--- config.mk ---
export PLATFORM = sky130hd
export DESIGN_NAME = ttl_expiring_fifo_cache_core
export DESIGN_NICKNAME = d
export VERILOG_FILES = /design/src/hw/rtl/ttlc_pkg.sv /design/src/hw/rtl/ttl_expiring_fifo_cache_core.sv /design/src/hw/rtl/ttlc_slot_mem.sv
export VERILOG_INCLUDE_DIRS = /design/src /design/src/hw/rtl
export SDC_FILE = /design/constraint.sdc
export NUM_CORES = 2
export LEC_CHECK = 0
export BUFFER_PORTS_ARGS = -buffer_cell sky130_fd_sc_hd__buf_2
export CAP_MARGIN = 20
export CORE_MARGIN = 2
export CORE_UTILIZATION = 40
export DETAILED_ROUTE_END_ITERATION = 7
export SLEW_MARGIN = 20
export SYNTH_ARGS = -nofsm -noshare
export SYNTH_HDL_FRONTEND = slang
export SYNTH_SLANG_ARGS = --single-unit
--- constraint.sdc ---
create_clock -name clk_i -period 25.2 [get_ports clk_i]
set_input_delay 5.04 -clock clk_i [delete_from_list [all_inputs] [get_ports clk_i]]
set_output_delay 5.04 -clock clk_i [all_outputs]
set_load 0.02 [all_outputs]
--- src/hw/rtl/ttl_expiring_fifo_cache_core_defines.svh ---
// Assertion macros used by the TTL cache core.
`ifndef TTL_EXPIRING_FIFO_CACHE_CORE_DEFINES_SVH
`define TTL_EXPIRING_FIFO_CACHE_CORE_DEFINES_SVH

// Property that must hold at every clock edge out of reset.
`define TTLC_ASSERT(lbl, prop, msg) \
  lbl: assert property (@(posedge clk_i) disable iff (!rst_ni) (prop)) else $error(msg);

// Consequent that must hold in the cycle after the antecedent.
`define TTLC_ASSERT_NEXT(lbl, ante, cons, msg) \
  lbl: assert property (@(posedge clk_i) disable iff (!rst_ni) (ante) |=> (cons)) \
    else $error(msg);

`endif

--- src/hw/rtl/ttlc_pkg.sv ---
// Shared types and constants of the TTL cache.
package ttlc_pkg;

  localparam int unsigned SLOTS = 8;
  localparam int unsigned IDXW  = (SLOTS > 1) ? $clog2(SLOTS) : 1;
  localparam int unsigned CNTW  = $clog2(SLOTS + 1);

  typedef enum logic [1:0] {
    FUNC_LOOKUP  = 2'd0,
    FUNC_INSERT  = 2'd1,
    FUNC_REPLACE = 2'd2
  } func_e;

  typedef enum logic [1:0] {
    ST_IDLE,
    ST_SCAN,
    ST_SHIFT,
    ST_INSERT
  } state_e;

  typedef struct packed {
    logic [63:0] key;
    logic [31:0] expire;
    logic [15:0] payload;
  } entry_t;

  typedef struct packed {
    logic            we;
    logic [IDXW-1:0] waddr;
    logic            re;
    logic [IDXW-1:0] raddr;
  } mem_req_t;

endpackage

--- src/hw/rtl/ttl_expiring_fifo_cache_core.sv ---
// Top level of the TTL cache with FIFO replacement.
// A request is taken when start is high and busy is low; busy then stays high until
// the single result beat, which appears on valid_o for exactly one cycle and cannot be
// stalled. Every request first sweeps the live entries (dropping expired ones and packing
// the rest in age order), one entry per cycle through the single read port of the slot
// store. An insert then writes the new entry; into a full cache it first moves every
// entry up by one slot and drops the oldest, and a replace that finds its target first
// moves the entries newer than the removed one up by one slot before it writes the new
// entry.
// A new request may be started in the same cycle as the result beat.
`include "ttl_expiring_fifo_cache_core_defines.svh"

module ttl_expiring_fifo_cache_core (
  input  logic        clk_i,
  input  logic        rst_ni,
  input  logic        start,
  output logic        busy,
  input  logic [1:0]  func_i,
  input  logic [31:0] now_i,
  input  logic [63:0] key_i,
  input  logic [63:0] evict_key_i,
  input  logic [31:0] new_expire_i,
  input  logic [15:0] new_payload_i,
  output logic        valid_o,
  output logic        hit_o,
  output logic [15:0] payload_o,
  output logic [31:0] remaining_ttl_o,
  output logic        evicted_oldest_o,
  output logic        status_o
);

  localparam int unsigned IDXW = ttlc_pkg::IDXW;
  localparam int unsigned CNTW = ttlc_pkg::CNTW;

  ttlc_pkg::state_e state_q, state_d;
  ttlc_pkg::func_e  func_q, func_d;
  logic [31:0]      now_q, now_d;
  logic [63:0]      key_q, key_d;
  logic [63:0]      mkey_q, mkey_d;
  logic [31:0]      nexp_q, nexp_d;
  logic [15:0]      npay_q, npay_d;

  logic [CNTW-1:0]  count_q, count_d;
  logic [IDXW-1:0]  rd_idx_q, rd_idx_d;
  logic [CNTW-1:0]  rd_left_q, rd_left_d;
  logic             rd_vld_q, rd_vld_d;
  logic [IDXW-1:0]  wr_idx_q, wr_idx_d;
  logic [CNTW-1:0]  n_q, n_d;
  logic             match_q, match_d;
  logic [IDXW-1:0]  mpos_q, mpos_d;
  logic [31:0]      mexp_q, mexp_d;
  logic [15:0]      mpay_q, mpay_d;
  logic             evict_q, evict_d;

  logic             valid_q, valid_d;
  logic             hit_q, hit_d;
  logic [15:0]      payload_q, payload_d;
  logic [31:0]      ttl_q, ttl_d;
  logic             evicted_q, evicted_d;
  logic             status_q, status_d;

  ttlc_pkg::mem_req_t mem_req;
  ttlc_pkg::entry_t   mem_wdata;
  ttlc_pkg::entry_t   rd_entry;
  logic               expired;
  logic               key_eq;

  ttlc_slot_mem u_slot_mem (
    .clk_i   (clk_i),
    .req_i   (mem_req),
    .wdata_i (mem_wdata),
    .rdata_o (rd_entry)
  );

  // Shared compare unit: one entry per cycle.
  assign expired = (rd_entry.expire < now_q);
  assign key_eq  = (rd_entry.key == mkey_q);

  always_ff @(posedge clk_i or negedge rst_ni) begin
    if (!rst_ni) begin
      state_q   <= ttlc_pkg::ST_IDLE;
      count_q   <= '0;
      rd_vld_q  <= 1'b0;
      valid_q   <= 1'b0;
    end else begin
      state_q   <= state_d;
      count_q   <= count_d;
      rd_vld_q  <= rd_vld_d;
      valid_q   <= valid_d;
    end
  end

  always_ff @(posedge clk_i) begin
    func_q    <= func_d;
    now_q     <= now_d;
    key_q     <= key_d;
    mkey_q    <= mkey_d;
    nexp_q    <= nexp_d;
    npay_q    <= npay_d;
    rd_idx_q  <= rd_idx_d;
    rd_left_q <= rd_left_d;
    wr_idx_q  <= wr_idx_d;
    n_q       <= n_d;
    match_q   <= match_d;
    mpos_q    <= mpos_d;
    mexp_q    <= mexp_d;
    mpay_q    <= mpay_d;
    evict_q   <= evict_d;
    hit_q     <= hit_d;
    payload_q <= payload_d;
    ttl_q     <= ttl_d;
    evicted_q <= evicted_d;
    status_q  <= status_d;
  end

  always_comb begin
    state_d   = state_q;
    func_d    = func_q;
    now_d     = now_q;
    key_d     = key_q;
    mkey_d    = mkey_q;
    nexp_d    = nexp_q;
    npay_d    = npay_q;
    count_d   = count_q;
    rd_idx_d  = rd_idx_q;
    rd_left_d = rd_left_q;
    rd_vld_d  = 1'b0;
    wr_idx_d  = wr_idx_q;
    n_d       = n_q;
    match_d   = match_q;
    mpos_d    = mpos_q;
    mexp_d    = mexp_q;
    mpay_d    = mpay_q;
    evict_d   = evict_q;
    valid_d   = 1'b0;
    hit_d     = hit_q;
    payload_d = payload_q;
    ttl_d     = ttl_q;
    evicted_d = evicted_q;
    status_d  = status_q;
    mem_req   = '0;
    mem_wdata = rd_entry;

    unique case (state_q) inside
      ttlc_pkg::ST_IDLE: begin
        if (start) begin
          func_d    = ttlc_pkg::func_e'(func_i);
          now_d     = now_i;
          key_d     = key_i;
          mkey_d    = (func_i == ttlc_pkg::FUNC_REPLACE) ? evict_key_i : key_i;
          nexp_d    = new_expire_i;
          npay_d    = new_payload_i;
          rd_idx_d  = IDXW'(ttlc_pkg::SLOTS - 1);
          wr_idx_d  = IDXW'(ttlc_pkg::SLOTS - 1);
          rd_left_d = count_q;
          n_d       = '0;
          match_d   = 1'b0;
          evict_d   = 1'b0;
          state_d   = ttlc_pkg::ST_SCAN;
        end
      end

      ttlc_pkg::ST_SCAN, ttlc_pkg::ST_SHIFT: begin
        // Issue the next read, oldest slot first.
        if (rd_left_q != '0) begin
          mem_req.re    = 1'b1;
          mem_req.raddr = rd_idx_q;
          rd_idx_d      = rd_idx_q - IDXW'(1);
          rd_left_d     = rd_left_q - CNTW'(1);
          rd_vld_d      = 1'b1;
        end
        // Write back surviving entries toward the top slot.
        if (rd_vld_q && ((state_q == ttlc_pkg::ST_SHIFT) || !expired)) begin
          mem_req.we    = 1'b1;
          mem_req.waddr = wr_idx_q;
          mem_wdata     = rd_entry;
          wr_idx_d      = wr_idx_q - IDXW'(1);
          if (state_q == ttlc_pkg::ST_SCAN) begin
            n_d = n_q + CNTW'(1);
            // Later survivors are newer: the last match wins.
            if (key_eq) begin
              match_d = 1'b1;
              mpos_d  = wr_idx_q;
              mexp_d  = rd_entry.expire;
              mpay_d  = rd_entry.payload;
            end
          end
        end
        if ((rd_left_q == '0) && !rd_vld_q) begin
          if (state_q == ttlc_pkg::ST_SHIFT) begin
            state_d = ttlc_pkg::ST_INSERT;
          end else begin
            count_d   = n_q;
            hit_d     = 1'b0;
            payload_d = '0;
            ttl_d     = '0;
            evicted_d = 1'b0;
            status_d  = 1'b0;
            unique case (func_q)
              ttlc_pkg::FUNC_LOOKUP: begin
                valid_d = 1'b1;
                state_d = ttlc_pkg::ST_IDLE;
                if (match_q) begin
                  hit_d     = 1'b1;
                  payload_d = mpay_q;
                  ttl_d     = mexp_q - now_q;
                end
              end
              ttlc_pkg::FUNC_INSERT: begin
                if (n_q == CNTW'(ttlc_pkg::SLOTS)) begin
                  // Full: advance every entry one slot and drop the oldest.
                  count_d   = CNTW'(ttlc_pkg::SLOTS - 1);
                  evict_d   = 1'b1;
                  rd_idx_d  = IDXW'(ttlc_pkg::SLOTS - 2);
                  wr_idx_d  = IDXW'(ttlc_pkg::SLOTS - 1);
                  rd_left_d = CNTW'(ttlc_pkg::SLOTS - 1);
                  state_d   = ttlc_pkg::ST_SHIFT;
                end else begin
                  state_d = ttlc_pkg::ST_INSERT;
                end
              end
              ttlc_pkg::FUNC_REPLACE: begin
                if (!match_q) begin
                  status_d = 1'b1;
                  valid_d  = 1'b1;
                  state_d  = ttlc_pkg::ST_IDLE;
                end else begin
                  // Close the gap: move newer entries up over the removed one.
                  count_d   = n_q - CNTW'(1);
                  rd_idx_d  = mpos_q - IDXW'(1);
                  wr_idx_d  = mpos_q;
                  rd_left_d = CNTW'(mpos_q) + n_q - CNTW'(ttlc_pkg::SLOTS);
                  state_d   = ttlc_pkg::ST_SHIFT;
                end
              end
              default: begin
                valid_d = 1'b1;
                state_d = ttlc_pkg::ST_IDLE;
              end
            endcase
          end
        end
      end

      ttlc_pkg::ST_INSERT: begin
        mem_req.we        = 1'b1;
        mem_req.waddr     = IDXW'(ttlc_pkg::SLOTS - 1) - count_q[IDXW-1:0];
        mem_wdata.key     = key_q;
        mem_wdata.expire  = nexp_q;
        mem_wdata.payload = npay_q;
        count_d   = count_q + CNTW'(1);
        hit_d     = 1'b0;
        payload_d = '0;
        ttl_d     = '0;
        evicted_d = evict_q;
        status_d  = 1'b0;
        valid_d   = 1'b1;
        state_d   = ttlc_pkg::ST_IDLE;
      end

      default: begin
        state_d = ttlc_pkg::ST_IDLE;
      end
    endcase
  end

  assign busy             = (state_q != ttlc_pkg::ST_IDLE);
  assign valid_o          = valid_q;
  assign hit_o            = hit_q;
  assign payload_o        = payload_q;
  assign remaining_ttl_o  = ttl_q;
  assign evicted_oldest_o = evicted_q;
  assign status_o         = status_q;

  `TTLC_ASSERT(a_count_range, count_q <= CNTW'(ttlc_pkg::SLOTS), "live count exceeds slots")
  `TTLC_ASSERT(a_beat_after_busy, !valid_o || $past(busy), "result beat without a request")
  `TTLC_ASSERT_NEXT(a_start_busy, start && !busy, busy, "accepted request did not raise busy")
  `TTLC_ASSERT(a_hit_excl, !(valid_o && hit_o) || (!evicted_oldest_o && !status_o), "hit mixed with insert flags")
  `TTLC_ASSERT(a_evict_full, !(valid_o && evicted_oldest_o) || (count_q == CNTW'(ttlc_pkg::SLOTS)), "eviction left cache not full")

endmodule

--- src/hw/rtl/ttlc_slot_mem.sv ---
// Slot store: one write port, one registered read port.
module ttlc_slot_mem (
  input  logic              clk_i,
  input  ttlc_pkg::mem_req_t req_i,
  input  ttlc_pkg::entry_t  wdata_i,
  output ttlc_pkg::entry_t  rdata_o
);

  ttlc_pkg::entry_t mem_q [ttlc_pkg::SLOTS];
  ttlc_pkg::entry_t rdata_q;

  always_ff @(posedge clk_i) begin
    if (req_i.we) begin
      mem_q[req_i.waddr] <= wdata_i;
    end
  end

  always_ff @(posedge clk_i) begin
    if (req_i.re) begin
      rdata_q <= mem_q[req_i.raddr];
    end
  end

  assign rdata_o = rdata_q;

endmodule

## Word-level counts from Yosys, hierarchy flattened

Memories as Yosys holds them, arrays and structs flattened. A register that Yosys moved wholly into a read port is not among the register bits.
Index checks and enable logic that the tools add are counted.

| operators by class | value |
|---|---|
| mux-type cells | 87 |
| equal/unequal tests | 16 |
| bitwise logic cells | 0 |
| div/mod/pow operators | 0 |
| magnitude comparators | 1 |
| $mul | 0 |
| reduce and logical (&&, ||, !) cells | 21 |
| shift-type cells | 0 |
| $add $sub $neg | 11 |

Operator list:

| kind | number |
|---|---|
| 2-to-1 mux 32 bit | 4 |
| 2-to-1 mux 112 bit | 1 |
| == test 64 bit | 1 |
| 2-to-1 mux 16 bit | 4 |
| 2-to-1 mux 4 bit | 16 |
| 2-to-1 mux 64 bit | 1 |
| case mux 32 bit (2 select lines) | 1 |
| case mux 4 bit (2 select lines) | 6 |
| 2-to-1 mux 3 bit | 11 |
| < comparator 32 bit | 1 |
| case mux 16 bit (2 select lines) | 1 |
| subtractor 32 bit | 1 |
| 2-to-1 mux 1 bit | 25 |
| case mux 3 bit (2 select lines) | 4 |
| != test 2 bit, second input constant | 7 |
| case mux 1 bit (2 select lines) | 7 |
| subtractor 3 x 1 -> 3 bit, second input constant | 3 |
| adder 4 x 1 -> 4 bit, second input constant | 2 |
| == test 2 bit, second input constant | 4 |
| 2-to-1 mux 2 bit | 4 |
| case mux 2 bit (2 select lines) | 2 |
| AND reduction 4 bit | 2 |
| subtractor 4 x 1 -> 4 bit, second input constant | 2 |
| AND reduction 2 bit | 3 |
| 17 further kinds | 23 |

| storage, ports and cells | value |
|---|---|
| memory bits (writable) | 896 |
| bits in read-only memories | 0 |
| bits of input ports | 213 |
| flip-flop bits (word level) | 336 |
| memories | 1 |
| latch bits | 0 |
| logic and storage cells | 161 |

Memory list:

| name | depth | bits a word | read ports | clocked after Yosys merged registers in | write ports | RTL line | source |
|---|---|---|---|---|---|---|---|
| u_slot_mem.mem_q | 8 | 112 | 1 | 1 | 1 | ttlc_slot_mem.sv:9 | `ttlc_pkg::entry_t mem_q [ttlc_pkg::SLOTS];` |

## Longest topological paths before layout

| logic depth | value |
|---|---|
| depth in word-level cells | 10 |
| mapped depth | 14 |

## By module

From an unflattened synthesis, not the netlist that was laid out.

| unflattened totals | value |
|---|---|
| cells, all modules | 2623 |
| area total of the unflattened synthesis | 53950.5 um2 |

Modules (own cells, without submodules):

| module | times used | cells each | area an instance (um2) | sequential area each (um2) |
|---|---|---|---|---|
| ttlc_slot_mem | 1 | 1419 | 37275.8 | 30269.0 |
| ttl_expiring_fifo_cache_core | 1 | 1204 | 16674.7 | 10049.6 |

## Least setup slack after synthesis

OpenSTA, ideal clock, no wires.

| path | value |
|---|---|
| path kind | register -> register |
| start point | register, netlist name u_slot_mem.rdata_o[46] |
| end point | memory u_slot_mem.mem_q[7][0] (netlist bit), enable pin |
| stages on the path, launching flop included | 12 |
| data arrival time | 10.039 ns |
| buffers on the path | 0 |
| data required time | 24.456 ns |
| path slack | 14.417 ns |
| cell sequence | edfxtp_1 > ha_1 > and3_1 > nand3_1 > nor4_1 > a22oi_1 > o211ai_2 > ha_1 > nand2_1 > a21oi_1 > inv_1 > nor3b_1 |

| on the way | value |
|---|---|
| word-level cells in the longest chain between the ends | 8 |

RTL lines:

| element | RTL line | source |
|---|---|---|
| < comparator 32 bit (*) | ttl_expiring_fifo_cache_core.sv:76 | `assign expired = (rd_entry.expire < now_q);` |
| zero test 1 bit (*) | ttl_expiring_fifo_cache_core.sv:173 | `if (rd_vld_q && ((state_q == ttlc_pkg::ST_SHIFT) \|\| !expired)) begin` |
| logical OR 1 bit (*) | ttl_expiring_fifo_cache_core.sv:173 |  |
| logical AND 1 bit (*) | ttl_expiring_fifo_cache_core.sv:173 |  |
| 2-to-1 mux 4 bit (*) | ttl_expiring_fifo_cache_core.sv:173 |  |
| case mux 4 bit (2 select lines) (*) | ttl_expiring_fifo_cache_core.sv:144 | `unique case (state_q) inside` |
| 2-to-1 mux 1 bit | ttlc_slot_mem.sv:13 | `if (req_i.we) begin` |
| 2-to-1 mux 1 bit (not written as such) | ttlc_slot_mem.sv:14 | `mem_q[req_i.waddr] <= wdata_i;` |
| end, declared | ttlc_slot_mem.sv:9 |  |

Every way passes the cells marked *; elsewhere a longest branch is shown, timed or not.

## Worst setup path after layout

| path | value |
|---|---|
| start point | input port start |
| end point | register key_q[44], enable pin |

| on the way | value |
|---|---|
| word-level cells in the longest chain between the ends | 1 |

RTL lines:

| element | RTL line | source |
|---|---|---|
| start, declared | ttl_expiring_fifo_cache_core.sv:16 | `input logic start,` |
| AND reduction 2 bit (no source line) | - |  |
| end signal, assigned | ttl_expiring_fifo_cache_core.sv:96 | `key_q <= key_d;` |
| end, declared | ttl_expiring_fifo_cache_core.sv:38 | `logic [63:0] key_q, key_d;` |

Every way passes these cells.
A chain may end at the register's enable or synchronous reset.

==> flow_summary.json <==
{
  "dieArea_mm2": 0.137,
  "slowest_delay_ps": 830,
  "crit_path_end_kind": "flop",
  "relSlewSlack_pct": 25.1,
  "leakagePower_nw": 20.6,
  "cts_repair_resize_count": 0,
  "antenna_found_initial": 4,
  "drc_errors": 0,
  "start_kind": "input port",
  "sw_frac_of_total_pct": 31.0,
  "finalSetupViolCount": 0,
  "crit_fanout": 67,
  "track_usage_pct": 18.2,
  "ir_worst_vdd_mv": 0.130,
  "numCtsBuffers": 144,
  "die_x_um": 370,
  "grt_max_degree": 115,
  "via_per_inst": 5.38,
  "clockBufferDepth": 3,
  "finalClockSkew_ps": 30.3,
  "rows": 134,
  "cts_tree": "built",
  "place.port_buffers": 265,
  "postSynthAreaPerCell_um2": 20.5,
  "fmax_ghz": 0.142,
  "crit_buf_inv": 3,
  "synth_edf_count": 1336,
  "hpwl_mm": 72.2,
  "p_per_area_mw_per_mm2": 131,
  "slew_viol_final": 0,
  "core_mm2": 0.133,
  "synth_flop_cell": "edfxtp_1",
  "ys_seq_area_share_pct": 75.2,
  "ys_warn_count": 0,
  "worst_pin_slew_ps": 1120,
  "die_h_um": 370,
  "fin_crit_ps": 7030,
  "combPwrFrac_pct": 32.4,
  "cp_slowest_cell": "buf_4",
  "cts-htree-levels": 4,
  "syn_to_final_growth_pct": 15.1,
  "initial_utilization_pct": 40.2,
  "p_clk_share_pct": 25.2,
  "vias": 26100,
  "cp_data_arrival_time_ps": 7410,
  "ant_nets": 0,
  "async_reset_ff_share_pct": 0.595,
  "drive_gt1_share_pct": 34.2,
  "synthCells": 2616,
  "ys_types": 76,
  "seqPwrFrac_pct": 42.4,
  "grt-ovfl-total": 0,
  "boundaryPins": 266,
  "nets": 3266,
  "clk_pin_slew_ps": 60,
  "cp_top_family": "buffers and inverters",
  "outcome": "finished clean",
  "grt_pass1_vias": 27564,
  "insertion_delay_ps": 770,
  "p_int_w": 0.00558,
  "max-cap-violations": 0,
  "p_sw_w": 0.00251,
  "cp_cell_sequence": "buf_2, and2_4, buf_4, buf_4",
  "drt-initial-drc-count": 2130,
  "rsz0062_at_grt": "false",
  "hold_buffers": 0,
  "setup_tns_ps": 0,
  "gp_congestion": 0.831,
  "fin_crit_sh_pct": 27.9,
  "synth_area_mm2": 0.0536,
  "hold_viol": 0,
  "grt_pass1_wl_mm": 182,
  "clock-root-buffer": "clkbuf_16",
  "ys_seq_elements": 1344,
  "first_pass_iters": 5,
  "crit_type": "in -> reg",
  "routedWlPerCell_um": 25.7,
  "crit_top_cell": "buf_4",
  "wirelength_mm": 125,
  "hold_slack_ps": 446,
  "cts_sinks": 1344,
  "syn_nets": 2913,
  "postCtsSetupBuffers": 0,
  "required_ps": 25590,
  "min_path_type": "reg -> reg"
}
[cells in the mapped netlist, types with 4 or more instances]
| master | count | area [um2] |
|---|---|---|
| a21boi_0 | 4 | 30.0 |
| a21o_1 | 31 | 233 |
| a21oi_1 | 44 | 220 |
| a221oi_1 | 5 | 43.8 |
| a31oi_1 | 7 | 43.8 |
| and2_1 | 24 | 150 |
| and3_1 | 7 | 43.8 |
| buf_1 | 15 | 56.3 |
| buf_2 | 36 | 180 |
| clkbuf_1 | 46 | 173 |
| dfrtp_1 | 8 | 200 |
| edfxtp_1 | 1336 | 40100 |
| ha_1 | 82 | 1030 |
| inv_1 | 70 | 263 |
| mux2_2 | 282 | 3180 |
| mux4_2 | 224 | 5040 |
| nand2_1 | 43 | 161 |
| nand2b_1 | 12 | 75.1 |
| nand3_1 | 18 | 90.1 |
| nand4_1 | 17 | 106 |
| nor2_1 | 59 | 221 |
| nor2b_1 | 11 | 68.8 |
| nor3_1 | 14 | 70.1 |
| nor4_1 | 12 | 75.1 |
| o211ai_1 | 6 | 45.0 |
| o21a_1 | 4 | 30.0 |
| o21ai_0 | 35 | 175 |
| o21ai_1 | 4 | 20.0 |
| o221ai_1 | 6 | 52.6 |
| xnor2_1 | 46 | 403 |
| xor2_1 | 44 | 385 |
[layout by cell type, fill, tap and decap left out, types with 4 or more instances in the layout]
master and instances:
a221oi_1 5, and3_1 6, clkinv_2 29, buf_2 265, xor2_1 44, nor2_1 57, nand2b_1 12, dfrtp_1 8
bufinv_16 10, clkbuf_1 24, mux2_2 282, inv_6 10, a31oi_1 7, ha_1 81, nor4_1 11, o21a_1 4
a21boi_0 4, o211ai_1 6, o221ai_1 6, xnor2_1 46, edfxtp_1 1336, a21oi_1 44, nor3_1 12, nor2b_1 9
clkinv_8 4, clkinv_1 30, buf_4 38, o21ai_0 34, nand2_1 41, clkbuf_16 147, nand4_1 17, a21o_1 31
inv_1 69, mux4_2 224, nand3_1 17, o21ai_1 4, and2_1 22
[layout make-up]
cell class                 count  area [um2]
clock buffer                 171        3770
timing repair buffer         306        1670
clock inverter                89         773
inverter                      70         263
sequential                  1344       40300
tap                         1768        2210
multi-input combinational   1103       12800
antenna                        1        2.50
fill                       11123       71500
[through the flow]
stage | instances | power [W] | instance area, um2 | setup slack [ps] | util (%)
6_report | 4852 | 0.00809 | 61800 | 18170 | 46.3
5_1_grt | 4851 | 0.00849 | 61800 | 17960 | 46.3
4_1_cts | 4850 | 0.00820 | 61700 | 18100 | 46.3
3_5_place_dp | 4590 | 0.00613 | 57200 | 17270 | 42.9
3_3_place_gp | 4590 | 0.00604 | 57200 | 17340 | 42.9
2_1_floorplan | 2616 | 0.00538 | 53600 | 14420 | -
[worst paths after layout]
path                                       startpoint                  endpoint  slack [ps]  cells past startpoint
max in group asynchronous                      rst_ni                count_q[2]       20880                      1
worst min-delay path            u_slot_mem.rdata_o[6]                 mpay_q[6]         450                      0
worst min register to register  u_slot_mem.rdata_o[6]                 mpay_q[6]         450                      0
worst max register to register               now_q[6]  u_slot_mem.mem_q[2][103]       20120                     12
min in group asynchronous                      rst_ni                count_q[3]        4120                      1
worst max-delay path                            start                 key_q[44]       18170                      4
[power by group through the flow]
stage	Sequential, W	Combinational [W]	Clock, W
CTS	0.00343	0.00268	0.00209
detailed placement	0.00347	0.00266	0
finish	0.00343	0.00262	0.00204
global route	0.00345	0.00286	0.00217
global placement	0.00346	0.00258	0
floorplan	0.00346	0.00192	0
[state kept, by name, summed over array words and instances, names as in the netlist, 4 cells and up]
signal / cells
u_slot_mem.mem_q: 896
mpay_q: 16
u_slot_mem.rdata_o: 112
remaining_ttl_o: 32
mkey_q: 64
count_q: 4
key_q: 64
npay_q: 16
n_q: 4
payload_o: 16
mexp_q: 32
nexp_q: 32
now_q: 32
rd_left_q: 4
[worst register-to-register path: stages, from the launching register on]
cell      delay [ps]
edfxtp_1         370
inv_1            100
ha_1             250
a21o_1           190
a221oi_1         250
o21ai_0          160
a31oi_1          470
o211ai_2         370
ha_1             370
nor3b_1          240
a31oi_1          240
nor2b_4          710
buf_4            850
[cell families after synthesis]
kind of cell    share of synthesized area, %
buf+inv                                 1.29
xor+xnor                                1.47
fa+ha+maj                               1.99
compound gates                          2.53
mux                                     15.3
simple gates                            2.24
flops                                   75.2
[routing by layer]
metal	track usage (%)	routed length, um	vias up
li1	-	-	11360
met1	23.9	52500	13773
met2	31.3	63300	804
met3	2.82	6530	163
met4	5.36	2480	0
met5	0	0	-
Note: power is estimated with default switching activity, not from simulation.
